`src/prenv_pkg.sv`:
```
// ----------------------------------------------------------------------------
// prenv_pkg
// Shared widths for the peak / RMS envelope follower and its serial units.
// ----------------------------------------------------------------------------
package prenv_pkg;

  // Default channel count of the top level
  localparam int unsigned CHANNELS_DEF = 8;

  // Field widths
  localparam int unsigned CHAN_IDX_W = 4;
  localparam int unsigned SAMPLE_W   = 16;
  localparam int unsigned LEVEL_W    = 16;
  localparam int unsigned COEF_W     = 16;

  // Stored envelope (Q16.8) and mean square (Q32.8)
  localparam int unsigned FRAC_W = 8;
  localparam int unsigned ENV_W  = 24;
  localparam int unsigned MS_W   = 40;

  // Multiplicand of the serial multiplier: signed difference of two means
  localparam int unsigned MUL_W = MS_W + 1;

  // Root of the mean square
  localparam int unsigned ROOT_W = MS_W / 2;

  // Configuration port
  localparam int unsigned CFG_IDX_W  = 2;
  localparam int unsigned CFG_DATA_W = 16;

  // Configuration register indexes
  typedef enum logic [CFG_IDX_W-1:0] {
    CFG_RMS_SELECT = 2'd0,
    CFG_ATTACK     = 2'd1,
    CFG_RELEASE    = 2'd2
  } cfg_reg_e;

endpackage

```
`src/prenv_mul.sv`:
```
// ----------------------------------------------------------------------------
// prenv_mul
// Bit-serial signed by unsigned multiplier, one multiplier bit per cycle.
// ----------------------------------------------------------------------------
module prenv_mul (
  input  logic                                 clk_i,
  input  logic                                 rst_ni,
  input  logic                                 start_i,
  input  logic signed [prenv_pkg::MUL_W-1:0]   mcand_i,
  input  logic        [prenv_pkg::COEF_W-1:0]  mplier_i,
  output logic                                 done_o,
  output logic signed [prenv_pkg::MUL_W:0]     prod_hi_o,
  output logic        [prenv_pkg::COEF_W-1:0]  prod_lo_o
);

  localparam int unsigned CntW = $clog2(prenv_pkg::COEF_W + 1);

  logic                                busy_q, busy_d;
  logic                                done_q, done_d;
  logic [CntW-1:0]                     cnt_q, cnt_d;
  logic signed [prenv_pkg::MUL_W:0]    acc_q, acc_d;
  logic [prenv_pkg::COEF_W-1:0]        lo_q, lo_d;
  logic [prenv_pkg::MUL_W-1:0]         mcand_q, mcand_d;
  logic signed [prenv_pkg::MUL_W:0]    sum;

  // Add the multiplicand on a set bit, then shift the pair right by one
  always_comb begin
    busy_d  = busy_q;
    done_d  = 1'b0;
    cnt_d   = cnt_q;
    acc_d   = acc_q;
    lo_d    = lo_q;
    mcand_d = mcand_q;
    sum     = acc_q + (lo_q[0] ? {mcand_q[prenv_pkg::MUL_W-1], mcand_q}
                               : {(prenv_pkg::MUL_W + 1){1'b0}});
    if (start_i) begin
      busy_d  = 1'b1;
      cnt_d   = CntW'(prenv_pkg::COEF_W);
      acc_d   = '0;
      lo_d    = mplier_i;
      mcand_d = mcand_i;
    end else if (busy_q) begin
      acc_d = sum >>> 1;
      lo_d  = {sum[0], lo_q[prenv_pkg::COEF_W-1:1]};
      cnt_d = cnt_q - CntW'(1);
      if (cnt_q == CntW'(1)) begin
        busy_d = 1'b0;
        done_d = 1'b1;
      end
    end
  end

  // Hold control state
  always_ff @(posedge clk_i or negedge rst_ni) begin
    if (!rst_ni) begin
      busy_q <= 1'b0;
      done_q <= 1'b0;
      cnt_q  <= '0;
    end else begin
      busy_q <= busy_d;
      done_q <= done_d;
      cnt_q  <= cnt_d;
    end
  end

  // Hold datapath
  always_ff @(posedge clk_i) begin
    acc_q   <= acc_d;
    lo_q    <= lo_d;
    mcand_q <= mcand_d;
  end

  assign done_o    = done_q;
  assign prod_hi_o = acc_q;
  assign prod_lo_o = lo_q;

endmodule

```
`src/prenv_sqrt.sv`:
```
// ----------------------------------------------------------------------------
// prenv_sqrt
// Restoring square root, two radicand bits and one root bit per cycle.
// ----------------------------------------------------------------------------
module prenv_sqrt (
  input  logic                            clk_i,
  input  logic                            rst_ni,
  input  logic                            start_i,
  input  logic [prenv_pkg::MS_W-1:0]      radicand_i,
  output logic                            done_o,
  output logic [prenv_pkg::ROOT_W-1:0]    root_o
);

  localparam int unsigned CntW  = $clog2(prenv_pkg::ROOT_W + 1);
  localparam int unsigned RemW  = prenv_pkg::ROOT_W + 2;
  localparam int unsigned TrialW = RemW + 2;

  logic                          busy_q, busy_d;
  logic                          done_q, done_d;
  logic [CntW-1:0]               cnt_q, cnt_d;
  logic [prenv_pkg::MS_W-1:0]    rad_q, rad_d;
  logic [RemW-1:0]               rem_q, rem_d;
  logic [prenv_pkg::ROOT_W-1:0]  root_q, root_d;
  logic [TrialW-1:0]             rem_sh;
  logic [TrialW-1:0]             trial;
  logic [TrialW-1:0]             diff;
  logic                          fits;

  // Bring down two bits, try root*4+1, keep the difference when it fits
  always_comb begin
    busy_d = busy_q;
    done_d = 1'b0;
    cnt_d  = cnt_q;
    rad_d  = rad_q;
    rem_d  = rem_q;
    root_d = root_q;
    rem_sh = {rem_q, rad_q[prenv_pkg::MS_W-1 -: 2]};
    trial  = {2'b00, root_q, 2'b01};
    diff   = rem_sh - trial;
    fits   = (rem_sh >= trial);
    if (start_i) begin
      busy_d = 1'b1;
      cnt_d  = CntW'(prenv_pkg::ROOT_W);
      rad_d  = radicand_i;
      rem_d  = '0;
      root_d = '0;
    end else if (busy_q) begin
      rad_d  = {rad_q[prenv_pkg::MS_W-3:0], 2'b00};
      rem_d  = fits ? diff[RemW-1:0] : rem_sh[RemW-1:0];
      root_d = {root_q[prenv_pkg::ROOT_W-2:0], fits};
      cnt_d  = cnt_q - CntW'(1);
      if (cnt_q == CntW'(1)) begin
        busy_d = 1'b0;
        done_d = 1'b1;
      end
    end
  end

  // Hold control state
  always_ff @(posedge clk_i or negedge rst_ni) begin
    if (!rst_ni) begin
      busy_q <= 1'b0;
      done_q <= 1'b0;
      cnt_q  <= '0;
    end else begin
      busy_q <= busy_d;
      done_q <= done_d;
      cnt_q  <= cnt_d;
    end
  end

  // Hold datapath
  always_ff @(posedge clk_i) begin
    rad_q  <= rad_d;
    rem_q  <= rem_d;
    root_q <= root_d;
  end

  assign done_o = done_q;
  assign root_o = root_q;

endmodule

```
`src/peak_rms_envelope_follower_unit.sv`:
```
// ----------------------------------------------------------------------------
// peak_rms_envelope_follower_unit
// Per-channel peak or RMS envelope follower on a stream of audio words.
// ----------------------------------------------------------------------------
// The block takes one word at a time and returns that channel's new envelope.
// A peak-mode word takes one pass of the bit-serial coefficient multiplier,
// then write-back of the envelope and the result register. An RMS-mode word
// takes a serial square of the sample, a serial coefficient multiply and a
// restoring square root, in that order. The input side takes the next word
// as soon as a result has moved to the output register, even while that
// result still waits, but not before. Channel state clears at reset with no
// sweep.
// ----------------------------------------------------------------------------
module peak_rms_envelope_follower_unit #(
  parameter int unsigned CHANNELS = prenv_pkg::CHANNELS_DEF
) (
  input  logic                                clk_i,
  input  logic                                rst_ni,
  // Input words
  input  logic                                s_axis_tvalid,
  output logic                                s_axis_tready,
  input  logic [23:0]                         s_axis_tdata,  // channel_index, sample_value
  // Result words
  output logic                                m_axis_tvalid,
  input  logic                                m_axis_tready,
  output logic [15:0]                         m_axis_tdata,  // envelope_level
  // Configuration writes
  input  logic                                cfg_we_i,
  input  logic [prenv_pkg::CFG_IDX_W-1:0]     cfg_idx_i,
  input  logic [prenv_pkg::CFG_DATA_W-1:0]    cfg_data_i
);

  localparam int unsigned ChW     = (CHANNELS > 1) ? $clog2(CHANNELS) : 1;
  localparam int unsigned SqW     = 2 * prenv_pkg::SAMPLE_W - 1;
  localparam int unsigned Sq8W    = SqW + prenv_pkg::FRAC_W;
  localparam int unsigned PeakDW  = prenv_pkg::ENV_W + 1;
  localparam int unsigned UpdW    = prenv_pkg::MUL_W + 1;
  localparam int unsigned ShiftW  = prenv_pkg::ROOT_W - prenv_pkg::LEVEL_W;
  localparam logic [prenv_pkg::CHAN_IDX_W:0] ChanLim =
    (prenv_pkg::CHAN_IDX_W + 1)'(CHANNELS);

  typedef enum logic [2:0] {
    ST_IDLE,
    ST_SQUARE,
    ST_MULT,
    ST_ROOT,
    ST_OUT
  } state_e;

  // Configuration
  logic                           rms_sel_q;
  logic [prenv_pkg::COEF_W-1:0]   attack_q;
  logic [prenv_pkg::COEF_W-1:0]   release_q;

  // Channel state
  logic [prenv_pkg::ENV_W-1:0]    peak_store_q [CHANNELS];
  logic [prenv_pkg::MS_W-1:0]     ms_store_q   [CHANNELS];

  // Control and payload
  state_e                         state_q, state_d;
  logic                           mode_q, mode_d;
  logic [ChW-1:0]                 ch_q, ch_d;
  logic [prenv_pkg::MUL_W-1:0]    base_q, base_d;
  logic [prenv_pkg::LEVEL_W-1:0]  res_q, res_d;
  logic                           out_valid_q, out_valid_d;
  logic [prenv_pkg::LEVEL_W-1:0]  out_level_q, out_level_d;

  // Datapath
  logic [prenv_pkg::CHAN_IDX_W-1:0] ch_in;
  logic [prenv_pkg::SAMPLE_W-1:0]   raw;
  logic [prenv_pkg::SAMPLE_W-1:0]   mag;
  logic [ChW-1:0]                   ch_sel;
  logic                             s_accept;
  logic [prenv_pkg::ENV_W-1:0]      env_rd;
  logic [prenv_pkg::ENV_W-1:0]      a8;
  logic                             rising;
  logic [PeakDW-1:0]                peak_diff;
  logic [Sq8W-1:0]                  sq8;
  logic [prenv_pkg::MUL_W-1:0]      rms_diff;
  logic [UpdW-1:0]                  upd;
  logic [prenv_pkg::LEVEL_W-1:0]    root_level;

  // Serial units
  logic                                mul_start;
  logic signed [prenv_pkg::MUL_W-1:0]  mul_mcand;
  logic [prenv_pkg::COEF_W-1:0]        mul_mplier;
  logic                                mul_done;
  logic signed [prenv_pkg::MUL_W:0]    prod_hi;
  logic [prenv_pkg::COEF_W-1:0]        prod_lo;
  logic                                sqrt_start;
  logic                                sqrt_done;
  logic [prenv_pkg::ROOT_W-1:0]        root;

  logic                                peak_we;
  logic                                ms_we;
  logic                                rms_peak_we;

  prenv_mul u_mul (
    .clk_i     (clk_i),
    .rst_ni    (rst_ni),
    .start_i   (mul_start),
    .mcand_i   (mul_mcand),
    .mplier_i  (mul_mplier),
    .done_o    (mul_done),
    .prod_hi_o (prod_hi),
    .prod_lo_o (prod_lo)
  );

  prenv_sqrt u_sqrt (
    .clk_i      (clk_i),
    .rst_ni     (rst_ni),
    .start_i    (sqrt_start),
    .radicand_i (upd[prenv_pkg::MS_W-1:0]),
    .done_o     (sqrt_done),
    .root_o     (root)
  );

  // Unpack the input word, clamp the channel, take the magnitude
  assign ch_in    = s_axis_tdata[prenv_pkg::CHAN_IDX_W-1:0];
  assign raw      = s_axis_tdata[prenv_pkg::CHAN_IDX_W +: prenv_pkg::SAMPLE_W];
  assign mag      = raw[prenv_pkg::SAMPLE_W-1] ? (~raw + prenv_pkg::SAMPLE_W'(1)) : raw;
  assign ch_sel   = ({1'b0, ch_in} >= ChanLim) ? ChW'(CHANNELS - 1) : ch_in[ChW-1:0];
  assign s_accept = s_axis_tvalid && (state_q == ST_IDLE);

  // Peak setup: direction and difference to the new magnitude
  assign env_rd    = peak_store_q[ch_sel];
  assign a8        = {mag, {prenv_pkg::FRAC_W{1'b0}}};
  assign rising    = (a8 > env_rd);
  assign peak_diff = {1'b0, env_rd} - {1'b0, a8};

  // RMS setup: squared sample in Q.8 and difference to the stored mean
  assign sq8      = {prod_hi[SqW-prenv_pkg::COEF_W-1:0], prod_lo, {prenv_pkg::FRAC_W{1'b0}}};
  assign rms_diff = {1'b0, ms_store_q[ch_q]} - {{(prenv_pkg::MUL_W - Sq8W){1'b0}}, sq8};

  // Update: base + round(c * (old - base) / 2^16), rounding half up
  assign upd = {1'b0, base_q} + prod_hi + {{(UpdW - 1){1'b0}}, prod_lo[prenv_pkg::COEF_W-1]};

  assign root_level = root[ShiftW +: prenv_pkg::LEVEL_W];

  // Sequence one word through the serial units
  always_comb begin
    state_d     = state_q;
    mode_d      = mode_q;
    ch_d        = ch_q;
    base_d      = base_q;
    res_d       = res_q;
    out_valid_d = out_valid_q;
    out_level_d = out_level_q;
    mul_start   = 1'b0;
    mul_mcand   = {{(prenv_pkg::MUL_W - PeakDW){peak_diff[PeakDW-1]}}, peak_diff};
    mul_mplier  = rising ? attack_q : release_q;
    sqrt_start  = 1'b0;
    peak_we     = 1'b0;
    ms_we       = 1'b0;
    rms_peak_we = 1'b0;

    // Drop the result once taken
    if (out_valid_q && m_axis_tready) begin
      out_valid_d = 1'b0;
    end

    unique case (state_q)
      ST_IDLE: begin
        if (s_accept) begin
          mode_d    = rms_sel_q;
          ch_d      = ch_sel;
          mul_start = 1'b1;
          if (rms_sel_q) begin
            mul_mcand  = {{(prenv_pkg::MUL_W - prenv_pkg::SAMPLE_W){1'b0}}, mag};
            mul_mplier = mag;
            state_d    = ST_SQUARE;
          end else begin
            base_d  = {{(prenv_pkg::MUL_W - prenv_pkg::ENV_W){1'b0}}, a8};
            state_d = ST_MULT;
          end
        end
      end
      ST_SQUARE: begin
        mul_mcand  = rms_diff;
        mul_mplier = release_q;
        if (mul_done) begin
          mul_start = 1'b1;
          base_d    = {{(prenv_pkg::MUL_W - Sq8W){1'b0}}, sq8};
          state_d   = ST_MULT;
        end
      end
      ST_MULT: begin
        if (mul_done) begin
          if (mode_q) begin
            ms_we      = 1'b1;
            sqrt_start = 1'b1;
            state_d    = ST_ROOT;
          end else begin
            peak_we = 1'b1;
            res_d   = upd[prenv_pkg::FRAC_W +: prenv_pkg::LEVEL_W];
            state_d = ST_OUT;
          end
        end
      end
      ST_ROOT: begin
        if (sqrt_done) begin
          rms_peak_we = 1'b1;
          res_d       = root_level;
          state_d     = ST_OUT;
        end
      end
      ST_OUT: begin
        if (!out_valid_q || m_axis_tready) begin
          out_valid_d = 1'b1;
          out_level_d = res_q;
          state_d     = ST_IDLE;
        end
      end
      default: begin
        state_d = ST_IDLE;
      end
    endcase
  end

  // Hold state and registered outputs
  always_ff @(posedge clk_i or negedge rst_ni) begin
    if (!rst_ni) begin
      state_q     <= ST_IDLE;
      mode_q      <= 1'b0;
      out_valid_q <= 1'b0;
      out_level_q <= '0;
    end else begin
      state_q     <= state_d;
      mode_q      <= mode_d;
      out_valid_q <= out_valid_d;
      out_level_q <= out_level_d;
    end
  end

  // Hold word payload
  always_ff @(posedge clk_i) begin
    ch_q   <= ch_d;
    base_q <= base_d;
    res_q  <= res_d;
  end

  // Write configuration registers
  always_ff @(posedge clk_i or negedge rst_ni) begin
    if (!rst_ni) begin
      rms_sel_q <= 1'b0;
      attack_q  <= '0;
      release_q <= '0;
    end else if (cfg_we_i) begin
      unique case (cfg_idx_i)
        prenv_pkg::CFG_RMS_SELECT: rms_sel_q <= cfg_data_i[0];
        prenv_pkg::CFG_ATTACK:     attack_q  <= cfg_data_i[prenv_pkg::COEF_W-1:0];
        prenv_pkg::CFG_RELEASE:    release_q <= cfg_data_i[prenv_pkg::COEF_W-1:0];
        default: begin
        end
      endcase
    end
  end

  // Update channel state
  always_ff @(posedge clk_i or negedge rst_ni) begin
    if (!rst_ni) begin
      for (int i = 0; i < CHANNELS; i++) begin
        peak_store_q[i] <= '0;
        ms_store_q[i]   <= '0;
      end
    end else begin
      if (peak_we) begin
        peak_store_q[ch_q] <= upd[prenv_pkg::ENV_W-1:0];
      end
      if (rms_peak_we) begin
        peak_store_q[ch_q] <= {root_level, {prenv_pkg::FRAC_W{1'b0}}};
      end
      if (ms_we) begin
        ms_store_q[ch_q] <= upd[prenv_pkg::MS_W-1:0];
      end
    end
  end

  assign s_axis_tready = (state_q == ST_IDLE);
  assign m_axis_tvalid = out_valid_q;
  assign m_axis_tdata  = out_level_q;

endmodule

```
`config.mk`:
```
export PLATFORM = sky130hd
export DESIGN_NAME = peak_rms_envelope_follower_unit
export DESIGN_NICKNAME = d
export VERILOG_FILES = /design/src/prenv_pkg.sv /design/src/prenv_mul.sv /design/src/prenv_sqrt.sv /design/src/peak_rms_envelope_follower_unit.sv
export SDC_FILE = /design/constraint.sdc
export NUM_CORES = 2
export LEC_CHECK = 0
export ABC_AREA = 0
export BUFFER_PORTS_ARGS = -buffer_cell sky130_fd_sc_hd__buf_2
export CAP_MARGIN = 20
export CORE_MARGIN = 2
export CORE_UTILIZATION = 57
export CTS_CLUSTER_SIZE = 25
export DETAILED_ROUTE_END_ITERATION = 10
export PLACE_DENSITY = 0.72
export SYNTH_ARGS = -nofsm -noshare
export SYNTH_HDL_FRONTEND = slang
export SYNTH_SLANG_ARGS = --single-unit
export TNS_END_PERCENT = 20
```
`constraint.sdc`:
```
create_clock -name clk_i -period 7.95 [get_ports clk_i]
set_clock_uncertainty 0.1 [all_clocks]
set_input_delay 1.59 -clock clk_i [delete_from_list [all_inputs] [get_ports clk_i]]
set_output_delay 1.59 -clock clk_i [all_outputs]
set_load 0.02 [all_outputs]
```
==> metrics.log <==
[metrics] startpoint type of the worst setup path: input port
[metrics] DR vias: 33.9k
[metrics] static leakage: 20.6 nW
[metrics] clock tree root driver cell: sky130_fd_sc_hd__clkbuf_16
[metrics] EDFF count, synth: 147
[metrics] total count of hold-check failures in the final report: 0
[metrics] Die Span X: 275 µm
[metrics] Cells after Synth: 4,211
[metrics] area fraction in compound gates after synthesis: 0.210
[metrics] count of standard-cell rows: 99
[metrics] Finished Layout Cells: 5,204
[metrics] Initial Util: 0.576
[metrics] cell-by-cell trace of the critical path: buf_2 > nor2_1 > inv_2 > a22oi_1 > a211oi_1 > a21oi_1 > ha_1 > inv_1 > fa_1 > a21oi_1 > nor2b_1 > a31o_2 > o31ai_1 > o21ai_0 > maj3_1 > o21ai_0 > o2111ai_1 > a211o_1 > o31ai_1
[metrics] type of the setup path with the least slack: in2reg
[metrics] CTS sink cnt: 810
[metrics] Post-Syn Nets: 4,407
[metrics] Max Cap Viol: 0
[metrics] Port Buffers: 60
[metrics] buffers from clock root to sink, at most: 3
[metrics] via count of the first global-routing pass: 32.0k
[metrics] overflow left after global routing: 0
[metrics] delay of the slowest cell on the worst path: 0.73 ns
[metrics] flip-flop and latch count after synthesis: 810
[metrics] final setup violation count: 0
[metrics] growth of design area from synthesis to finish: 10.1%
[metrics] category of cells accounting for the largest share of critical-path delay: compound AO/OA/AOI/OAI gates
[metrics] post-detail-place hpwl: 85.7 mm
[metrics] time the final worst path needs with I/O delays and setup: 6.75 ns
[metrics] boundary pin count: 65
[metrics] setup repair bufs after CTS: 0
[metrics] power density of the placed cells: 381 nW/µm²
[metrics] PnR Total Power: 17.6 mW
[metrics] TritonRoute pass-1 iters: 7
[metrics] final slew viol count: 0
[metrics] number of buffer and inverter instances along the worst setup path: 3
[metrics] dominant combinational cell family by area after synthesis: compound AO/OA/AOI/OAI gates
[metrics] RSZ-0062 raised after global routing: no
[metrics] total standard cell area after synthesis: 41,900 µm²
[metrics] top library cells by usage in the layout, fill and taps aside: sky130_fd_sc_hd__dfrtp_1 (578), sky130_fd_sc_hd__nand2_1 (495), sky130_fd_sc_hd__o21ai_0 (446)
[metrics] cell count after placement: 5,042
[metrics] Die H: 275 µm
[metrics] Resize count post-CTS: 0
[metrics] fraction of the mapped netlist area in simple logic gates: 0.121
[metrics] proportion of layout cells with a drive suffix above 1: 0.120
[metrics] Avg Vias per Cell: 6.50
[metrics] antenna violations before repair: 3
[metrics] status: finished clean
[metrics] post-CTS clock slew at the launch and capture registers of the worst setup and hold paths: 0.06 ns
[metrics] maximum clock frequency: 148 MHz
[metrics] most common cell after layout, fill and taps aside: sky130_fd_sc_hd__dfrtp_1
[metrics] synthesis warning total: 0
[metrics] maximum number of pins on one net before global-route repair: 179
[metrics] Max H-tree Level: 3
[metrics] number of nets in the layout: 4,369
[metrics] FILL cells: 5,906
[metrics] transition time at the pin with the least slew margin: 1.21 ns
[metrics] Critical Path Sink Type: register
[metrics] total negative slack: 0 ns
[metrics] routed wire length per instance: 24.5 µm
[metrics] die area: 75,700 µm²
[metrics] distinct cell type count of the synthesized netlist: 88
[metrics] hold crit path type: reg2reg
[metrics] adder and majority gate portion of the synthesized area: 0.0452
[metrics] DRT Wirelength: 128 mm
[metrics] Post-Synth XOR/XNOR Area: 0.0300
[metrics] remaining antenna violation count after routing: 0
[metrics] global-route wire length before repair: 195 mm
[metrics] TritonCTS buffer count: 86
[metrics] area of the core: 72,800 µm²
[metrics] count of hold-fix buffers inserted at cts: 0
[metrics] Max rail drop VDD: 355 µV
[metrics] number of DRC violations after detailed-routing iteration 0: 3,873
[metrics] CP max FO: 17
[metrics] post-route fraction of the period consumed by the critical path: 0.849
[metrics] CP Data Arrival Time: 7.10 ns
[metrics] slew margin rel.: 0.188
[metrics] flip-flop cell with the highest count after synthesis: sky130_fd_sc_hd__dfrtp_1
[metrics] Critical-path top delay cell: sky130_fd_sc_hd__nor2_1
[metrics] clock tree from TritonCTS: built
[metrics] clock latency on the worst-skew pair: 0.65 ns
[metrics] global-route usage over all layers: 0.337
[metrics] residual DRC count: 0
[metrics] proportion of synthesized area in mux cells: 0.0686
[metrics] Seq/Total Area, Yosys: 0.491
[metrics] data required time at the worst endpoint: 8.30 ns
[metrics] Routability Congestion: 1.00
[metrics] synthesized area divided by synthesized cell count: 9.96 µm²
[metrics] fraction of registers with async set/reset: 0.716
==> power by group <==
group	switching (mW)	leakage, nW	internal [mW]
Sequential	0.682	10.0	5.26
Clock	1.75	1.42	2.41
Combinational	4.80	9.14	2.66
Total	7.23	20.6	10.3
==> synth_stat cells (all sizes together) (83+ instances only) <==
master | number | area [µm²]
dfrtp | 580 | 14500
nand2 | 506 | 1900
o21ai | 450 | 2250
nor2 | 293 | 1100
clkbuf | 240 | 901
a21oi | 217 | 1100
a22oi | 176 | 1320
edfxtp | 147 | 4410
ha | 146 | 1830
mux2 | 139 | 1570
inv | 98 | 368
a211oi | 97 | 728
mux2i | 86 | 861
xnor2 | 84 | 736
dfxtp | 83 | 1660
==> cell families (layout without fill, tap and decap cells) <==
group / Yosys count / in the layout
other: 0 / 2
muxes: 245 / 245
DFF: 810 / 810
and+or+nand+nor: 1136 / 1136
AOI/OAI and AO/OA: 1356 / 1356
buffers and inverters: 372 / 404
xor gates and xnor gates: 142 / 142
adders and majority gates: 150 / 150
==> state kept, by name, indices dropped and copies added (netlist names), 20 cells and up, named ones only <==
name             cells
ms_store_q         320
u_mul.mcand_q       41
u_sqrt.rad_q        40
peak_store_q       113
u_sqrt.rem_q        22
base_q              31
u_mul.prod_hi_o     41
u_sqrt.root_o       20
==> area by class of cell <==
| type | instances | area, µm² | area share |
|---|---|---|---|
| diodes | 2 | 5.00 | 0.000108 |
| clock buffers | 122 | 2470 | 0.0535 |
| clock inverters | 36 | 437 | 0.00946 |
| inverters | 102 | 384 | 0.00832 |
| multi-input cells | 3029 | 20100 | 0.435 |
| flip-flops and latches | 810 | 20600 | 0.446 |
| well taps | 959 | 1200 | 0.0260 |
| repair buffers | 144 | 993 | 0.0215 |
==> routing by layer <==
layer	part of all wire	vias to the layer above	track usage	routed length, µm
met3	0.096	267	0.0720	12300
met1	0.43	16700	0.488	55400
met5	0	-	0	0
li1	-	15300	-	-
met4	0.036	0	0.130	4620
met2	0.43	1578	0.498	55300
==> stage by stage <==
step,hold WS (ns),cell area (µm²),setup WS [ns],utilization
floorplan,0.342,41900,1.50,-
global placement,0.354,43200,0.783,0.593
detailed placement,0.364,43200,0.718,0.593
CTS,0.379,46100,1.36,0.633
global route,0.398,46100,0.923,0.634
finish,0.380,46200,1.20,0.634
==> worst paths after layout <==
path | start | to | slack (ns) | cells after the start
worst max-delay path | s_axis_tdata[3] | u_mul.mcand_q[38]$_DFFE_PP_ | 1.20 | 19
worst min-delay path | res_q[1]$_DFFE_PP_ | m_axis_tdata[1]$_DFFE_PN0P_ | 0.38 | 1
worst max register to register | ch_q[1]$_DFFE_PP_ | u_mul.mcand_q[38]$_DFFE_PP_ | 1.97 | 16
worst min register to register | res_q[1]$_DFFE_PP_ | m_axis_tdata[1]$_DFFE_PN0P_ | 0.38 | 1
max in group asynchronous | rst_ni | ms_store_q[198]$_DFFE_PN0P_ | 5.31 | 2
min in group asynchronous | rst_ni | peak_store_q[3]$_DFF_PN0_ | 0.86 | 1
No activity file was read; power rests on OpenSTA's default activity.
